==> src/hdl/assert_macros.svh <==
// Assertion macros used by orbital_circularity_ratio.sv.
// OCR_ASSERT expects clk and rst_n, OCR_ASSERT_ALWAYS only clk, in the scope where it is used.
`ifndef ASSERT_MACROS_SVH
`define ASSERT_MACROS_SVH

// Clocked property, disabled while reset is asserted
`define OCR_ASSERT(label, prop, msg) \
    label: assert property (@(posedge clk) disable iff (!rst_n) (prop)) \
        else $error(msg);

// Clocked property that also holds during reset
`define OCR_ASSERT_ALWAYS(label, prop, msg) \
    label: assert property (@(posedge clk) (prop)) else $error(msg);

`endif

==> src/hdl/ocr_pkg.sv <==
// Package for the orbital circularity ratio block.
// Word types, register indexes and pipeline sideband; no dependencies.
package ocr_pkg;

    localparam int DATA_W    = 24;
    localparam int RESULT_W  = 16;
    localparam int CFG_IDX_W = 2;

    // Configuration register indexes
    typedef enum logic [CFG_IDX_W-1:0] {
        REG_CENTER_X     = 2'd0,
        REG_CENTER_Y     = 2'd1,
        REG_CENTER_Z     = 2'd2,
        REG_SPATIAL_MODE = 2'd3
    } cfg_reg_t;

    typedef struct packed {
        logic signed [DATA_W-1:0] pos_x;
        logic signed [DATA_W-1:0] pos_y;
        logic signed [DATA_W-1:0] pos_z;
        logic signed [DATA_W-1:0] vel_x;
        logic signed [DATA_W-1:0] vel_y;
        logic signed [DATA_W-1:0] vel_z;
        logic                     last_particle;
    } in_word_t;

    typedef struct packed {
        logic signed [RESULT_W-1:0] circularity_value;
        logic                       degenerate;
        logic                       last_out;
    } out_word_t;

    // Control that travels with each word down the pipeline
    typedef struct packed {
        logic valid;
        logic neg;
        logic degen;
        logic last;
    } side_t;

endpackage

==> src/hdl/ocr_div_cell.sv <==
// One cell of the divider chain: one quotient bit per cell.
// Uses ocr_pkg for the sideband type.
module ocr_div_cell #(
    parameter int RTW = 2 * ocr_pkg::DATA_W + 1,
    parameter int RES = ocr_pkg::RESULT_W
) (
    input  logic            clk,
    input  logic            rst_n,
    input  logic            en,
    input  ocr_pkg::side_t  side_i,
    input  logic [RTW:0]    r_i,
    input  logic [RTW-1:0]  d_i,
    input  logic [RES-1:0]  q_i,
    output ocr_pkg::side_t  side_o,
    output logic [RTW:0]    r_o,
    output logic [RTW-1:0]  d_o,
    output logic [RES-1:0]  q_o
);

    ocr_pkg::side_t side_reg;
    logic [RTW:0]   r_reg, r_next, r_sub;
    logic [RTW-1:0] d_reg;
    logic [RES-1:0] q_reg, q_next;
    logic           ge;

    // restoring step; the partial remainder stays below the divisor
    always_comb
    begin
        ge     = r_i >= {1'b0, d_i};
        r_sub  = ge ? (r_i - {1'b0, d_i}) : r_i;
        r_next = {r_sub[RTW-1:0], 1'b0};
        q_next = {q_i[RES-2:0], ge};
    end

    always_ff @(posedge clk or negedge rst_n)
    begin
        if (!rst_n)
        begin
            side_reg <= '0;
        end
        else if (en)
        begin
            side_reg <= side_i;
        end
    end

    always_ff @(posedge clk)
    begin
        if (en)
        begin
            r_reg <= r_next;
            d_reg <= d_i;
            q_reg <= q_next;
        end
    end

    assign side_o = side_reg;
    assign r_o    = r_reg;
    assign d_o    = d_reg;
    assign q_o    = q_reg;

endmodule

==> config.mk <==
export PLATFORM = sky130hd
export DESIGN_NAME = ocr_div_cell
export DESIGN_NICKNAME = d
export VERILOG_FILES = /design/src/hdl/assert_macros.svh /design/src/hdl/ocr_pkg.sv /design/src/hdl/ocr_div_cell.sv
export SDC_FILE = /design/constraint.sdc
export NUM_CORES = 1
export LEC_CHECK = 0
export BUFFER_PORTS_ARGS = -buffer_cell sky130_fd_sc_hd__buf_2
export CORE_AREA = 2 2 118 120
export CTS_CLUSTER_SIZE = 12
export DETAILED_ROUTE_END_ITERATION = 8
export DIE_AREA = 0 0 120 122
export PLACE_DENSITY = 0.85
export SLEW_MARGIN = 20
export SYNTH_ARGS = -nofsm -noshare
export SYNTH_HDL_FRONTEND = slang
export SYNTH_SLANG_ARGS = --single-unit
==> constraint.sdc <==
create_clock -name clk -period 1.9 [get_ports clk]
set_clock_uncertainty 0.1 [all_clocks]
set_input_delay 0.095 -clock clk [delete_from_list [all_inputs] [get_ports clk]]
set_output_delay 0.095 -clock clk [all_outputs]
set_load 0.02 [all_outputs]
==> impl_metrics.csv, run 1 <==
group,metric,value,unit
status,status,"aborted with a tool error",
status,lastStage,"5_1_grt",
status,firstError,"[ERROR GRT-0232] Routing congestion too high. Check the congestion heatmap in the GUI.",
global_route,grt_max_degree,57,
logic_synthesis,synth.avg_cell_area,10.3,um2
clocking,numCtsBuffers,17,
logic_synthesis,synth_nets,880,
placed_design,port_buffers,238,
logic_synthesis,yosys_warnings,0,
floorplanning,die-height,122,um
clocking,cts.sinks,118,
logic_synthesis,syn_area,0.00731,mm2
floorplanning,num_io_pins,241,
placed_design,dpl-instance-area,0.0102,mm2
logic_synthesis,ys_seq_area_frac,0.482,
floorplanning,rows,43,
timing,postGrtWorstEndpoint,"r_o[31]$_DFFE_PP_/D",
placed_design,preCtsSetupSlack,-1.38,ns
clocking,clockBufferDepth,2,
logic_synthesis,ys.flop_type,"edfxtp_1",
clocking,cts_root_buf,"clkbuf_16",
floorplanning,die_w,120,um
logic_synthesis,ys_types,67,
logic_synthesis,synthCells,708,
global_route,grt_overflow,40,
logic_synthesis,ys_ff_latch,118,
placed_design,dp_hpwl,17.6,mm
floorplanning,start_util,0.542,
clocking,cts_htree_levels,4,
logic_synthesis,synth_edf_count,114,
placed_design,gp_congestion,0.962,
global_route,grt_usage,0.749,
logic_synthesis,async_flop_share,0.0339,
timing,worst-ep-kind,"sequential cell input",
[layer usage]
layer,GRT overflow,GRT usage
met2,18,0.933
met3,1,0.614
met4,21,0.762
met1,0,0.718
met5,0,0.236
[what timing repair did]
action	in CTS
setup endpoints to repair	50
hold buffers	120
resized for setup	71
cloned	5
setup buffers	12
hold endpoints to repair	125
pin swaps	32
[through the flow]
| stage | cells | TNS, ns | hold slack [ns] |
|---|---|---|---|
| 2_1_floorplan | 708 | -49.51 | -0.301 |
| 3_3_place_gp | 1299 | -58.26 | -0.198 |
| 3_5_place_dp | 1299 | -66.81 | -0.199 |
| 4_1_cts | 1468 | -43.41 | -0.126 |
[logic make-up after synthesis]
group                      synth area share
AOI/OAI and AO/OA                     0.199
xor gates and xnor gates             0.0539
adders and majority gates            0.0866
buffers and inverters                0.0604
DFF                                   0.482
muxes                               0.00770
other                              0.000513
and+or+nand+nor                       0.111
[cell usage after synthesis, types with 3 or more instances]
cell type,instances,area [um2]
a211oi_1,6,45.0
a21boi_0,3,22.5
a21o_1,20,150
a21oi_1,53,265
a31oi_1,5,31.3
and2_1,5,31.3
and3_1,5,31.3
buf_2,4,20.0
buf_8,4,60.1
clkbuf_1,16,60.1
clkbuf_2,3,15.0
dfrtp_1,4,100
edfxtp_1,114,3420
ha_1,49,613
inv_1,62,233
mux2_2,4,45.0
nand2_1,84,315
nand2b_1,4,25.0
nand3_1,10,50.1
nand4_1,12,75.1
nor2_1,23,86.3
nor2b_1,7,43.8
nor3_1,9,45.0
o211ai_1,4,30.0
o21a_1,9,67.6
o21ai_0,63,315
o21ai_2,14,123
o21bai_1,12,90.1
o31ai_1,5,37.5
or3_1,3,18.8
xnor2_1,26,228
xor2_1,19,166
==> run 2: changes to the inputs <==
--- a/config.mk
+++ b/config.mk
@@ -6,11 +6,10 @@
 export NUM_CORES = 1
 export LEC_CHECK = 0
 export BUFFER_PORTS_ARGS = -buffer_cell sky130_fd_sc_hd__buf_2
-export CORE_AREA = 2 2 118 120
-export CTS_CLUSTER_SIZE = 12
+export CORE_AREA = 2 2 139 141
 export DETAILED_ROUTE_END_ITERATION = 8
-export DIE_AREA = 0 0 120 122
-export PLACE_DENSITY = 0.85
+export DIE_AREA = 0 0 141 143
+export PLACE_DENSITY_LB_ADDON = 0.15
 export SLEW_MARGIN = 20
 export SYNTH_ARGS = -nofsm -noshare
 export SYNTH_HDL_FRONTEND = slang
==> run 2 against run 1 <==
Against the previous run: the flow now finishes, with violations (negative setup slack); area after synthesis unchanged; synthesized cell count unchanged.
==> impl_metrics.csv, run 2 <==
group,metric,value,unit
logic_synthesis,ys_ff_latch,118,
power_and_ir_drop,ir_drop,0.633,mV
setup_path,cp_max_fo,5,
logic_synthesis,synthCells,708,
logic_synthesis,yosys.area.top_type,"edfxtp_1",
power_and_ir_drop,total_power,9.73,mW
cells_and_area,design_area,0.0125,mm2
cells_and_area,fin_cells,1532,
cells_and_area,final_cell_mix,"236 x buf_2, 216 x buf_4, 118 x dlygate4sd3_1",
logic_synthesis,synth_xor_area_frac,0.0539,
logic_synthesis,synth.most_common_cell,"edfxtp_1",
placed_design,gp_congestion,0.836,
cells_and_area,final_nets,1456,
timing,rsz0062_at_grt,"yes",
timing,fin_crit,2.71,ns
floorplanning,die_w,141,um
timing,finalSetupViolations,50,
power_and_ir_drop,pwr-share-clk,0.337,
clocking,cts.sinks,118,
setup_path,end_kind,"flop",
global_route,grt_pass1_vias,7691,
clocking,cts_htree_levels,4,
global_route,antenna_found_initial,1,
timing,fin_worst_hold_slack,0.0251,ns
placed_design,dp_hpwl,16.7,mm
routing,vias,7391,
setup_path,crit_path_start_kind,"input pin",
routing,wl_per_cell,15.1,um
clocking,numCtsBuffers,17,
logic_synthesis,synth.avg_cell_area,10.3,um2
power_and_ir_drop,comb_power_share,0.325,
power_and_ir_drop,p_sw,3.03,mW
logic_synthesis,yosys_warnings,0,
placed_design,port_buffers,238,
setup_path,cp.required,1.97,ns
setup_path,cp.arrival,2.79,ns
routing,first_iter_violations,294,
logic_synthesis,synthMuxAreaShare,0.00770,
placed_design,dp_cells,1368,
logic_synthesis,ys.flop_type,"edfxtp_1",
clocking,clockBufferDepth,2,
logic_synthesis,ys_types,67,
logic_synthesis,synthTopCellsByArea,"edfxtp_1 47%, ha_1 8.4%, o21ai_0 4.3%",
power_and_ir_drop,internal-power,6.71,mW
clocking,clkSlewWorstSetupHoldPaths,0.06,ns
power_and_ir_drop,leakagePower,5.79,nW
status,status,"complete, but fails checks",
routing,vias_per_cell,4.82,
cells_and_area,n_fill_cell,1494,
timing,hold_viol_final,0,
floorplanning,die_area,0.0202,mm2
floorplanning,core_area,0.0186,mm2
clocking,cts_root_buf,"clkbuf_16",
cells_and_area,final_common_cell,"buf_2",
power_and_ir_drop,pwr-share-seq,0.338,
global_route,grt_pass1_wl,36.9,mm
placed_design,dpl-instance-area,0.0104,mm2
routing,drt-total-wl,23.2,mm
timing,drv_slew,0,
power_and_ir_drop,powerDensity,779,mW/mm2
status,violations,"negative setup slack",
logic_synthesis,syn_area,0.00731,mm2
setup_path,path_class,"input pin to flop",
logic_synthesis,synth_compound_area_frac,0.199,
logic_synthesis,ys_seq_area_frac,0.482,
timing,final.period_utilization,1.43,
floorplanning,die-height,143,um
logic_synthesis,async_flop_share,0.0339,
logic_synthesis,synth-simple-area-share,0.111,
floorplanning,rows,50,
timing,max_freq,368,MHz
logic_synthesis,synth_edf_count,114,
timing,layout_setup_ws,-0.814,ns
cells_and_area,area_growth_syn_to_layout,70.7,%
routing,drc_errors,0,
global_route,grt_usage,0.230,
routing,first_pass_iters,4,
clocking,cts_tree,"built",
clocking,clock_latency,0.42,ns
floorplanning,start_util,0.394,
logic_synthesis,ys_top_cells_by_count,"114 x edfxtp_1, 84 x nand2_1, 63 x o21ai_0",
logic_synthesis,yosys.area.top_type_share,0.468,
power_and_ir_drop,switching_share,0.311,
global_route,grt_max_degree,31,
global_route,grt_overflow,0,
logic_synthesis,synth_adder_area_share,0.0866,
logic_synthesis,synth_nets,880,
cells_and_area,drive_gt1_frac,0.435,
floorplanning,num_io_pins,241,
timing,finalSetupTns,-36.60,ns
logic_synthesis,synth_top_family_by_area,"compound AO/OA/AOI/OAI gates",
routing,antenna_left,0,
worst_hold_path,hold_class,"input pin to flop",
flow_run,maxCapViolations,0,
-- run 2: cell counts after synthesis --
No cell type changed its count.
-- run 2: area by class of cell --
class                   count  area [um2]  share of cell area
diodes                      1        2.50            0.000200
clock buffers              17         425              0.0341
clock inverters            15         165              0.0132
inverters                  63         251              0.0201
multi-input cells         496        3470               0.278
repair buffers            588        4350               0.349
flip-flops and latches    118        3520               0.282
well taps                 234         293              0.0234
-- run 2: critical path, cell delays in order --
cell and delay, ns:
buf_12 0.11, inv_12 0.04, ha_4 0.12, inv_2 0.03, fa_2 0.33, a211oi_2 0.27, o21bai_1 0.11, a211o_1 0.32
a221oi_4 0.29, o22ai_2 0.12, a211oi_2 0.26, o21a_4 0.22, buf_12 0.14, mux2_4 0.29
-- run 2: logic make-up (layout without fill, tap and decap cells) --
logic type	Yosys count	in the layout
other cells	1	2
flops	118	118
compound gates	222	222
simple gates	173	173
mux	5	5
buf+inv	94	683
xor+xnor	45	45
fa+ha+maj	50	50
-- run 2: power by group through the flow --
stage | Clock (mW) | Combinational [mW] | Sequential, mW
after floorplan | 0 | 1.10 | 3.74
after global placement | 0 | 2.75 | 3.34
after detailed placement | 0 | 2.77 | 3.34
after CTS | 3.32 | 3.06 | 3.29
final | 3.28 | 3.16 | 3.29
after global routing | 3.41 | 3.42 | 3.32
-- run 2: what timing repair did --
action / in CTS / in global routing
hold endpoints to repair: 120 / 0
setup endpoints to repair: 50 / 50
buffers inserted: 6 / 2
hold buffers: 118 / 0
resized for setup: 16 / 45
cloned: 3 / 3
pin swaps: 11 / 21
-- run 2: through the flow --
step / utilization / setup WS (ns)
2_1_floorplan: - / -1.14
3_3_place_gp: 0.560 / -1.28
3_5_place_dp: 0.560 / -1.35
4_1_cts: 0.664 / -0.872
5_1_grt: 0.672 / -0.955
6_report: 0.672 / -0.814
-- run 2: worst paths after layout --
kind | start | endpoint | slack (ns) | depth (start not counted)
hold reg to reg | side_o[1]$_DFFE_PN0P_ | side_o[1]$_DFFE_PN0P_ | 0.41 | 1
min in group asynchronous | rst_n | side_o[2]$_DFFE_PN0P_ | 0.47 | 3
max in group asynchronous | rst_n | side_o[1]$_DFFE_PN0P_ | 1.07 | 3
setup reg to reg | side_o[3]$_DFFE_PN0P_ | side_o[3]$_DFFE_PN0P_ | 1.05 | 1
setup / recovery | r_i[0] | r_o[2]$_DFFE_PP_ | -0.81 | 14
hold / removal | r_i[1] | r_o[2]$_DFFE_PP_ | 0.03 | 3
-- run 2: metal layers --
layer | vias up | GRT usage | wire length [um]
li1 | 3745 | - | -
met1 | 3431 | 0.290 | 10500
met2 | 198 | 0.404 | 11400
met3 | 17 | 0.0510 | 1060
met4 | 0 | 0.0553 | 194
met5 | - | 0 | 0
Note: power is estimated with default switching activity, not from simulation.
