$ cat src/hdl/assert_macros.svh
// Assertion macros used by orbital_circularity_ratio.sv.
// OCR_ASSERT expects clk and rst_n, OCR_ASSERT_ALWAYS only clk, in the scope where it is used.
`ifndef ASSERT_MACROS_SVH
`define ASSERT_MACROS_SVH

// Clocked property, disabled while reset is asserted
`define OCR_ASSERT(label, prop, msg) \
    label: assert property (@(posedge clk) disable iff (!rst_n) (prop)) \
        else $error(msg);

// Clocked property that also holds during reset
`define OCR_ASSERT_ALWAYS(label, prop, msg) \
    label: assert property (@(posedge clk) (prop)) else $error(msg);

`endif

$ cat src/hdl/ocr_pkg.sv
// Package for the orbital circularity ratio block.
// Word types, register indexes and pipeline sideband; no dependencies.
package ocr_pkg;

    localparam int DATA_W    = 24;
    localparam int RESULT_W  = 16;
    localparam int CFG_IDX_W = 2;

    // Configuration register indexes
    typedef enum logic [CFG_IDX_W-1:0] {
        REG_CENTER_X     = 2'd0,
        REG_CENTER_Y     = 2'd1,
        REG_CENTER_Z     = 2'd2,
        REG_SPATIAL_MODE = 2'd3
    } cfg_reg_t;

    typedef struct packed {
        logic signed [DATA_W-1:0] pos_x;
        logic signed [DATA_W-1:0] pos_y;
        logic signed [DATA_W-1:0] pos_z;
        logic signed [DATA_W-1:0] vel_x;
        logic signed [DATA_W-1:0] vel_y;
        logic signed [DATA_W-1:0] vel_z;
        logic                     last_particle;
    } in_word_t;

    typedef struct packed {
        logic signed [RESULT_W-1:0] circularity_value;
        logic                       degenerate;
        logic                       last_out;
    } out_word_t;

    // Control that travels with each word down the pipeline
    typedef struct packed {
        logic valid;
        logic neg;
        logic degen;
        logic last;
    } side_t;

endpackage

$ cat src/hdl/ocr_sqrt_cell.sv
// One cell of the square root chain: one root bit for the denominator
// and one for the numerator per cell. Uses ocr_pkg.
module ocr_sqrt_cell #(
    parameter int SW  = 4 * ocr_pkg::DATA_W + 2,
    parameter int RTW = 2 * ocr_pkg::DATA_W + 1
) (
    input  logic              clk,
    input  logic              rst_n,
    input  logic              en,
    input  ocr_pkg::side_t    side_i,
    input  logic [SW-1:0]     xd_i,
    input  logic [RTW+1:0]    rd_i,
    input  logic [RTW-1:0]    qd_i,
    input  logic [SW-1:0]     xn_i,
    input  logic [RTW+1:0]    rn_i,
    input  logic [RTW-1:0]    qn_i,
    output ocr_pkg::side_t    side_o,
    output logic [SW-1:0]     xd_o,
    output logic [RTW+1:0]    rd_o,
    output logic [RTW-1:0]    qd_o,
    output logic [SW-1:0]     xn_o,
    output logic [RTW+1:0]    rn_o,
    output logic [RTW-1:0]    qn_o
);

    localparam int RMW = RTW + 2;

    ocr_pkg::side_t side_reg;
    logic [SW-1:0]  xd_reg, xn_reg, xd_next, xn_next;
    logic [RMW-1:0] rd_reg, rn_reg, rd_next, rn_next;
    logic [RTW-1:0] qd_reg, qn_reg, qd_next, qn_next;
    logic [RMW:0]   d_sh, d_trial, n_sh, n_trial;
    logic           d_ge, n_ge;

    // restoring root step: bring down two operand bits, try 4q+1
    always_comb
    begin
        d_sh    = {rd_i[RTW:0], xd_i[SW-1:SW-2]};
        d_trial = {1'b0, qd_i, 2'b01};
        d_ge    = d_sh >= d_trial;
        rd_next = d_ge ? RMW'(d_sh - d_trial) : RMW'(d_sh);
        qd_next = {qd_i[RTW-2:0], d_ge};
        xd_next = {xd_i[SW-3:0], 2'b00};

        n_sh    = {rn_i[RTW:0], xn_i[SW-1:SW-2]};
        n_trial = {1'b0, qn_i, 2'b01};
        n_ge    = n_sh >= n_trial;
        rn_next = n_ge ? RMW'(n_sh - n_trial) : RMW'(n_sh);
        qn_next = {qn_i[RTW-2:0], n_ge};
        xn_next = {xn_i[SW-3:0], 2'b00};
    end

    always_ff @(posedge clk or negedge rst_n)
    begin
        if (!rst_n)
        begin
            side_reg <= '0;
        end
        else if (en)
        begin
            side_reg <= side_i;
        end
    end

    always_ff @(posedge clk)
    begin
        if (en)
        begin
            xd_reg <= xd_next;
            rd_reg <= rd_next;
            qd_reg <= qd_next;
            xn_reg <= xn_next;
            rn_reg <= rn_next;
            qn_reg <= qn_next;
        end
    end

    assign side_o = side_reg;
    assign xd_o   = xd_reg;
    assign rd_o   = rd_reg;
    assign qd_o   = qd_reg;
    assign xn_o   = xn_reg;
    assign rn_o   = rn_reg;
    assign qn_o   = qn_reg;

endmodule

$ cat config.mk
export PLATFORM = sky130hd
export DESIGN_NAME = ocr_sqrt_cell
export DESIGN_NICKNAME = d
export VERILOG_FILES = /design/src/hdl/assert_macros.svh /design/src/hdl/ocr_pkg.sv /design/src/hdl/ocr_sqrt_cell.sv
export SDC_FILE = /design/constraint.sdc
export NUM_CORES = 1
export LEC_CHECK = 0
export ABC_CLOCK_PERIOD_IN_PS = 900
export BUFFER_PORTS_ARGS = -buffer_cell sky130_fd_sc_hd__buf_2
export CAP_MARGIN = 0
export CORE_AREA = 2 2 312 314
export CTS_CLUSTER_DIAMETER = 120
export DETAILED_ROUTE_END_ITERATION = 6
export DIE_AREA = 0 0 314 316
export GPL_TIMING_DRIVEN = 0
export PLACE_DENSITY_LB_ADDON = 0.3
export SYNTH_ARGS = -nofsm -noshare
export SYNTH_HDL_FRONTEND = slang
export SYNTH_SLANG_ARGS = --single-unit
$ cat constraint.sdc
create_clock -name clk -period 0.9 [get_ports clk]
set_input_delay 0.045 -clock clk [delete_from_list [all_inputs] [get_ports clk]]
set_output_delay 0.045 -clock clk [all_outputs]
set_load 0.02 [all_outputs]
Yosys cells after proc, flatten, opt, wreduce, memory -nomap -nowiden
Cells that the tools add are included.
Storage, ports and cells
  input port bits: 403
  word-level logic and storage cells: 16
  output and inout port bits: 400
  register bits: 396
  memory bits (read-only): 0
  bits in writable memories: 0
  bits in latches: 0
  memories: 0
Cells by class
  order comparisons: 2
  shifts and indexed selects: 0
  add/subtract/negate cells: 2
  bitwise operators: 0
  reduce and logical (&&, ||, !) cells: 0
  mux-type cells: 2
  div/mod/pow operators: 0
  multipliers: 0
  equal/unequal tests: 0
Operators by type and width (count)
  $ge 52x51->1: 2
  $mux 51: 2
  $sub 51x51->51: 2

Logic depth before layout (Yosys ltp)
Gate-level depths: netlist of the first run.
  word-level depth: 2
  depth in mapped cells: 15
  mapped depth without buffers: 12

Worst setup path after synthesis of the first run
No wires, ideal clock.
  path type: input to register
  start: in qd_i[11]
  end: reg rd_reg[27], in the netlist rd_o[27], data pin
  required time: 640 ps
  arrival: 2541 ps
  stages on the path: 13
  library setup time: 260 ps
  slack: -1900 ps
  buffers on the path: 3
  path through: inv_1 -> ha_1 -> clkbuf_1 -> a21oi_1 -> o21ai_1 -> a221oi_1 -> o211ai_2 -> a221oi_2 -> nor4b_2 -> o32ai_1 -> buf_2 -> buf_4 -> mux2_2
On the way
  cells in the longest elaborated chain, start to end: 2
  elaborated cells on any way between the ends: 3
  classes of those cells: add/sub (1); order compare (1); mux (1)
RTL lines
  start: declaration: RTL line ocr_sqrt_cell.sv:13  | input logic [RTW-1:0] qd_i,
  $sub 51x51->51 / $ge 52x51->1 (equally long branches): RTL line ocr_sqrt_cell.sv:41, ocr_sqrt_cell.sv:40
  $mux 51 (*): RTL line ocr_sqrt_cell.sv:41  | rd_next = d_ge ? RMW'(d_sh - d_trial) : RMW'(d_sh);
  via rd_next[27]: RTL line ocr_sqrt_cell.sv:30  | logic [RMW-1:0] rd_reg, rn_reg, rd_next, rn_next;
  end signal: assignment: RTL line ocr_sqrt_cell.sv:70  | rd_reg <= rd_next;
  end: declaration: RTL line ocr_sqrt_cell.sv:30
The timed path passes the listed nets; every way through them passes the cells marked *.
A chain may end at the register's enable or synchronous reset.

Final worst setup path of the first run
  start: in qn_i[4]
  end: reg rn_reg[43], in the netlist rn_o[43], data pin
On the way
  cells in the longest elaborated chain, start to end: 2
  elaborated cells on any way between the ends: 3
  classes of those cells: add/sub (1); order compare (1); mux (1)
RTL lines
  start: declaration: RTL line ocr_sqrt_cell.sv:16  | input logic [RTW-1:0] qn_i,
  $sub 51x51->51 / $ge 52x51->1 (equally long branches): RTL line ocr_sqrt_cell.sv:48, ocr_sqrt_cell.sv:47
  $mux 51 (*): RTL line ocr_sqrt_cell.sv:48  | rn_next = n_ge ? RMW'(n_sh - n_trial) : RMW'(n_sh);
  via rn_next[43]: RTL line ocr_sqrt_cell.sv:30
  end signal: assignment: RTL line ocr_sqrt_cell.sv:73  | rn_reg <= rn_next;
  end: declaration: RTL line ocr_sqrt_cell.sv:30
Marked as above.

==> results of run 1 <==
final timing paths:
| check | to | slack [ps] | cells past startpoint |
|---|---|---|---|
| setup / recovery | rn_o[43] | -1440 | 15 |
| hold / removal | rn_o[13] | -310 | 3 |
| setup reg to reg | side_o[1] | 100 | 1 |
| hold reg to reg | side_o[2] | 530 | 1 |
| max in group asynchronous | side_o[0] | 340 | 3 |
| min in group asynchronous | side_o[2] | 340 | 3 |
synth_stat cells (all sizes together), types with 7 or more instances:
| library cell | n |
|---|---|
| nand2b | 10 |
| a211oi | 11 |
| and3 | 13 |
| nor2 | 51 |
| o21ai | 148 |
| nand3 | 21 |
| buf | 28 |
| o21bai | 16 |
| nand2 | 166 |
| nor2b | 11 |
| a21o | 64 |
| a31oi | 22 |
| ha | 102 |
| xor2 | 42 |
| inv | 125 |
| nor3 | 10 |
| a21oi | 104 |
| xnor2 | 53 |
| a21boi | 8 |
| nand4 | 29 |
| clkbuf | 32 |
| o211ai | 7 |
| mux2 | 8 |
| edfxtp | 392 |
final cells by class:
cell class | instances | area (um^2)
Fill cell | 9260 | 59600
Sequential cell | 396 | 11900
Timing Repair Buffer | 1315 | 11700
Multi-Input combinational cell | 983 | 8680
Tap cell | 1276 | 1600
Clock buffer | 57 | 1300
Inverter | 125 | 607
Buffer | 32 | 344
Clock inverter | 35 | 305
Antenna cell | 10 | 25.0
power by group:
part	switching, mW	internal, mW
Combinational	10.1	9.39
Clock	8.83	11.1
Sequential	0.857	22.6
layer usage:
metal / part of all wire [%] / up-vias
met4: 3.4 / 20
met5: 0.15 / -
li1: - / 8486
met1: 41 / 9014
met3: 8.6 / 152
met2: 47 / 714
critical path, cell delays in order:
cell and delay [ps]:
buf_8 110, inv_4 50, ha_4 200, a21o_1 180
a221o_1 360, a21o_1 170, a21o_1 200, a311o_1 400
a211oi_4 230, buf_6 150, o31ai_4 80, buf_6 160
a41oi_2 130, xor2_1 160, o21ai_1 80
registers in the layout, summed over array words and instances, names as in the netlist:
name    flops
rn_o       51
qn_o       49
qd_o       49
rd_o       51
side_o      4
xn_o       96
xd_o       96
metrics by stage:
step,instances,hold WS [ps],TNS [ps],instance area (um^2),power [mW]
after detailed placement,3640,-131,-501800,25600,36.5
after global routing,4226,-345,-448510,36400,65.5
after floorplan,1564,-251,-163650,19900,31.0
final,4229,-305,-401670,36400,62.9
after global placement,3636,-130,-2914390,25500,36.6
after CTS,4174,-475,-305370,32800,59.7
kinds of logic after synthesis:
kind of cell	share of synthesized area (%)
xor gates and xnor gates	4.32
AOI/OAI and AO/OA	14.4
muxes	0.520
DFF	61.7
and+or+nand+nor	8.41
buffers and inverters	3.97
other	0.0195
adders and majority gates	6.63
timing repair:
action	in CTS	in global routing
hold buffers	370	15
setup buffers	82	31
resized for setup	285	979
endpoints found under the hold margin	461	89
gates cloned	7	13
pin swaps	80	41
setup endpoints to repair	662	659
==> results.tsv, run 1 <==
metric	value	unit
Main synth FF type	edfxtp_1	
CP required	1260	ps
RSZ-0062 raised after global routing	yes	
initial antenna violation count	23	
post-synthesis instance total	1561	
Slew @ Worst Pin	782	ps
Final Setup Violations	833	
dpl ws	-2610	ps
CP Launch Point	qn_i[4]	
Detailed Routing Iterations Pass 1	5	
worst vdd ir	1.30	mV
vias in the first global route	17800	
YS warnings	0	
maxcap violations	0	
synth top area cells	edfxtp_1 61%, ha_1 6.6%, o21ai_0 3.3%, nand2_1 3.2%, a21oi_1 2.7%	
crit path launch type	input port	
Layout area overhead	89.3	%
FP Rows	114	
die area	99200	um^2
M2 GR Usage	25.8	%
I/O Pins	803	
ANT nets after route	0	
Period Utilization, post-route	260	%
Yosys top cell by area	edfxtp_1	
Chip Height	316	um
GR Overflow Total	0	
core area	96000	um^2
met1 Usage GRT	20.0	%
outcome	finished, violations left	
Worst Hold Class	in -> reg	
fin nets	3409	
Power Dens Cells	1730	nW/um^2
Final Slew Violations	0	
most frequent cells in the layout	444 x buf_2, 392 x edfxtp_1, 385 x dlygate4sd3_1	
Synth top area share	61.2	%
Relative slew margins	47.4	%
1st-iter DRT viols	1151	
Max FO, Critical Path	3	
#FFs+latches synth	396	
Max Clock Freq	0.428	GHz
Die X-Extent	314	um
DR WL/cell	21.1	um
largest net degree at the start of global routing	98	
met3 Track Usage GR	5.65	%
critical path type	in -> reg	
post-DP HPWL	64000	um
CTS tree	yes	
Final Util	37.9	%
All-Layer GR Usage	16.1	%
Setup Skew	0	ps
violated checks	negative hold slack, negative setup slack	
first-pass GRT wire length	118000	um
Netlist Area Pre-Place	19200	um^2
Worst Hold Launch	rn_i[11]	
post-route setup slack	-1440	ps
Clock transition at path regs	60	ps
clock buffer depth	3	
gr busiest metal	met2	
Seq/Total Area, Yosys	61.7	%
WL final	89200	um
synth unique cells	81	
RR Startpoint	side_o[1]	
vias	18400	
EDFF count, synth	392	
Final Hold Fails	14	
Num CTS Buffers	51	
clock network latency to the later pin of the worst-skew pair	610	ps
Clock Sinks	396	
share of synthesized flip-flops with an asynchronous set or reset	1.01	%
Hold Slack	-305	ps
Placer Congestion	0.872	
Port Buffers	796	
min Tclk post-route	2340	ps
most common cell after layout, fill and taps aside	buf_2	
DRC Markers	0	
Arrival @ worst endpoint	2700	ps
Pleak	15.2	nW
share of layout cells above drive strength 1	46.8	%
Initial Utilization	20.0	%
Root Buffer	clkbuf_16	
H-tree depth	2	
Crit. End Element	flip-flop	
mean post-synth cell area	12.3	um^2
vias per inst	4.35	
Note: power is estimated with default switching activity, not from simulation.
==> inputs of run 2 (changes only) <==
--- a/config.mk
+++ b/config.mk
@@ -5,7 +5,6 @@
 export SDC_FILE = /design/constraint.sdc
 export NUM_CORES = 1
 export LEC_CHECK = 0
-export ABC_CLOCK_PERIOD_IN_PS = 900
 export BUFFER_PORTS_ARGS = -buffer_cell sky130_fd_sc_hd__buf_2
 export CAP_MARGIN = 0
 export CORE_AREA = 2 2 312 314
@@ -14,6 +13,8 @@
 export DIE_AREA = 0 0 314 316
 export GPL_TIMING_DRIVEN = 0
 export PLACE_DENSITY_LB_ADDON = 0.3
+export RECOVER_POWER = 50
 export SYNTH_ARGS = -nofsm -noshare
 export SYNTH_HDL_FRONTEND = slang
 export SYNTH_SLANG_ARGS = --single-unit
+export TNS_END_PERCENT = 5
==> run 2 against run 1 <==
The run still ends with negative hold slack, negative setup slack left. Sequential power about the same. Combinational power down 15%. First-iteration DRC count down 5.0%. Worst setup slack worse by 56 ps. Clock skew unchanged. Global-route usage down 1.0 points. Critical path depth down 2.
==> results.tsv, run 2 (same netlist as run 1, synthesis figures left out) <==
metric	value	unit
Chip Height	316	um
H-tree depth	2	
Worst Hold Class	in -> reg	
post-route setup slack	-1490	ps
clock share of power	33.0	%
FF-to-FF setup slack	120	ps
Clock transition at path regs	60	ps
min Tclk post-route	2390	ps
Placer Congestion	0.879	
Cell Area, Placed	25300	um^2
Die X-Extent	314	um
ANT nets after route	0	
vias per inst	4.25	
Setup Skew	0	ps
P_sw	18.3	mW
Num CTS Buffers	47	
CP required	1270	ps
first-pass GRT wire length	113000	um
clock buffer depth	3	
Max Clock Freq	0.418	GHz
Overall Power	59.3	mW
Pint	41.0	mW
Pleak	14.1	nW
Detailed Routing Iterations Pass 1	6	
# fillers	9585	
sequential share of power	39.0	%
Layout area overhead	75.5	%
Multi-input gate area	8310	um^2
worst vdd ir	1.43	mV
share of layout cells above drive strength 1	43.3	%
Period Utilization, post-route	266	%
Sw Share	30.9	%
most frequent cells in the layout	689 x buf_2, 396 x dlygate4sd3_1, 392 x edfxtp_1	
Port Buffers	796	
vias	17900	
I/O Pins	803	
WL final	80500	um
Max FO, Critical Path	3	
Arrival @ worst endpoint	2760	ps
Critical Path End	rn_o[43]	
GR Overflow Total	0	
Final Hold Fails	6	
fin nets	3401	
sequential cell area	11900	um^2
core area	96000	um^2
largest net degree at the start of global routing	118	
violated checks	negative hold slack, negative setup slack	
combinational share of power	28.0	%
die area	99200	um^2
DR WL/cell	19.1	um
All-Layer GR Usage	15.1	%
Worst R2R End	side_o[2]	
FP Rows	114	
DRC Markers	0	
Hold Slack	-265	ps
Clock Sinks	396	
design area	33800	um^2
Initial Utilization	20.0	%
Slew @ Worst Pin	765	ps
Final Setup Violations	778	
Final Slew Violations	0	
CTS tree	yes	
vias in the first global route	18200	
dpl ws	-2920	ps
outcome	finished, violations left	
initial antenna violation count	11	
CP Launch Point	qn_i[4]	
worst r2r path cells	1	
most common cell after layout, fill and taps aside	buf_2	
crit path launch type	input port	
Root Buffer	clkbuf_16	
RSZ-0062 raised after global routing	yes	
1st-iter DRT viols	1093	
maxcap violations	0	
Relative slew margins	49.0	%
Power Dens Cells	1760	nW/um^2
Crit. End Element	flip-flop	
RR Startpoint	side_o[2]	
post-DP HPWL	59300	um
critical path type	in -> reg	
clock network latency to the later pin of the worst-skew pair	630	ps
-- run 2: what timing repair did --
| item | in CTS | in global routing |
|---|---|---|
| pin swaps | 103 | 85 |
| endpoints found under the setup margin | 657 | 667 |
| gates resized for setup | 345 | 267 |
| buffers inserted | 59 | 44 |
| gates cloned | 5 | 4 |
| hold endpoints to repair | 443 | 64 |
| hold buffers | 382 | 14 |
-- run 2: worst min path at each step --
stage	start	end	slack, ps	cells after the start
2_1_floorplan	rst_n	side_o[0]	-250	0
3_3_place_gp	rst_n	side_o[2]	-140	1
3_5_place_dp	rst_n	side_o[2]	-140	1
4_1_cts	qn_i[0]	qn_o[1]	-450	1
5_1_grt	rn_i[47]	rn_o[49]	-290	3
6_report	rn_i[47]	rn_o[49]	-260	3
-- run 2: critical path: stages --
cell	delay, ps
buf_8	100
inv_4	50
ha_4	190
a21o_1	210
a221o_1	350
a21o_1	160
a21o_1	190
a311o_2	470
a211oi_4	390
o31ai_4	130
a41oi_2	220
xor2_1	180
o21ai_1	70
-- run 2: metal layers --
metal	share of wire (%)	track usage, %	vias to the layer above
li1	-	-	8468
met1	38	17.3	8621
met2	51	26.9	651
met3	8.2	4.70	130
met4	2.6	4.47	14
met5	0.13	0	-
-- run 2: power groups by stage --
stage | Clock [mW] | Sequential, mW | Combinational [mW]
after global placement | 0 | 23.7 | 12.4
after global routing | 20.9 | 23.3 | 17.8
final | 19.5 | 23.1 | 16.6
after floorplan | 0 | 25.9 | 4.74
after CTS | 20.3 | 23.1 | 15.5
after detailed placement | 0 | 23.5 | 12.4
-- run 2: final cells by class --
class                           count  area share, %
Clock buffer                       62           3.74
Timing Repair Buffer             1303           28.0
Inverter                          125           1.60
Multi-Input combinational cell    984           24.6
Sequential cell                   396           35.2
Buffer                             39           1.26
Clock inverter                     25          0.889
Tap cell                         1276           4.73
Antenna cell                        1        0.00741
-- run 2: stage by stage --
step           TNS (ps)  hold slack [ps]  cells  util, %
2_1_floorplan   -165990             -251   1564        -
3_5_place_dp    -474620             -140   3640     26.4
5_1_grt         -392240             -295   4211     35.2
6_report        -340510             -265   4211     35.2
3_3_place_gp   -2940140             -145   3636     26.2
4_1_cts         -288190             -454   4161     33.9
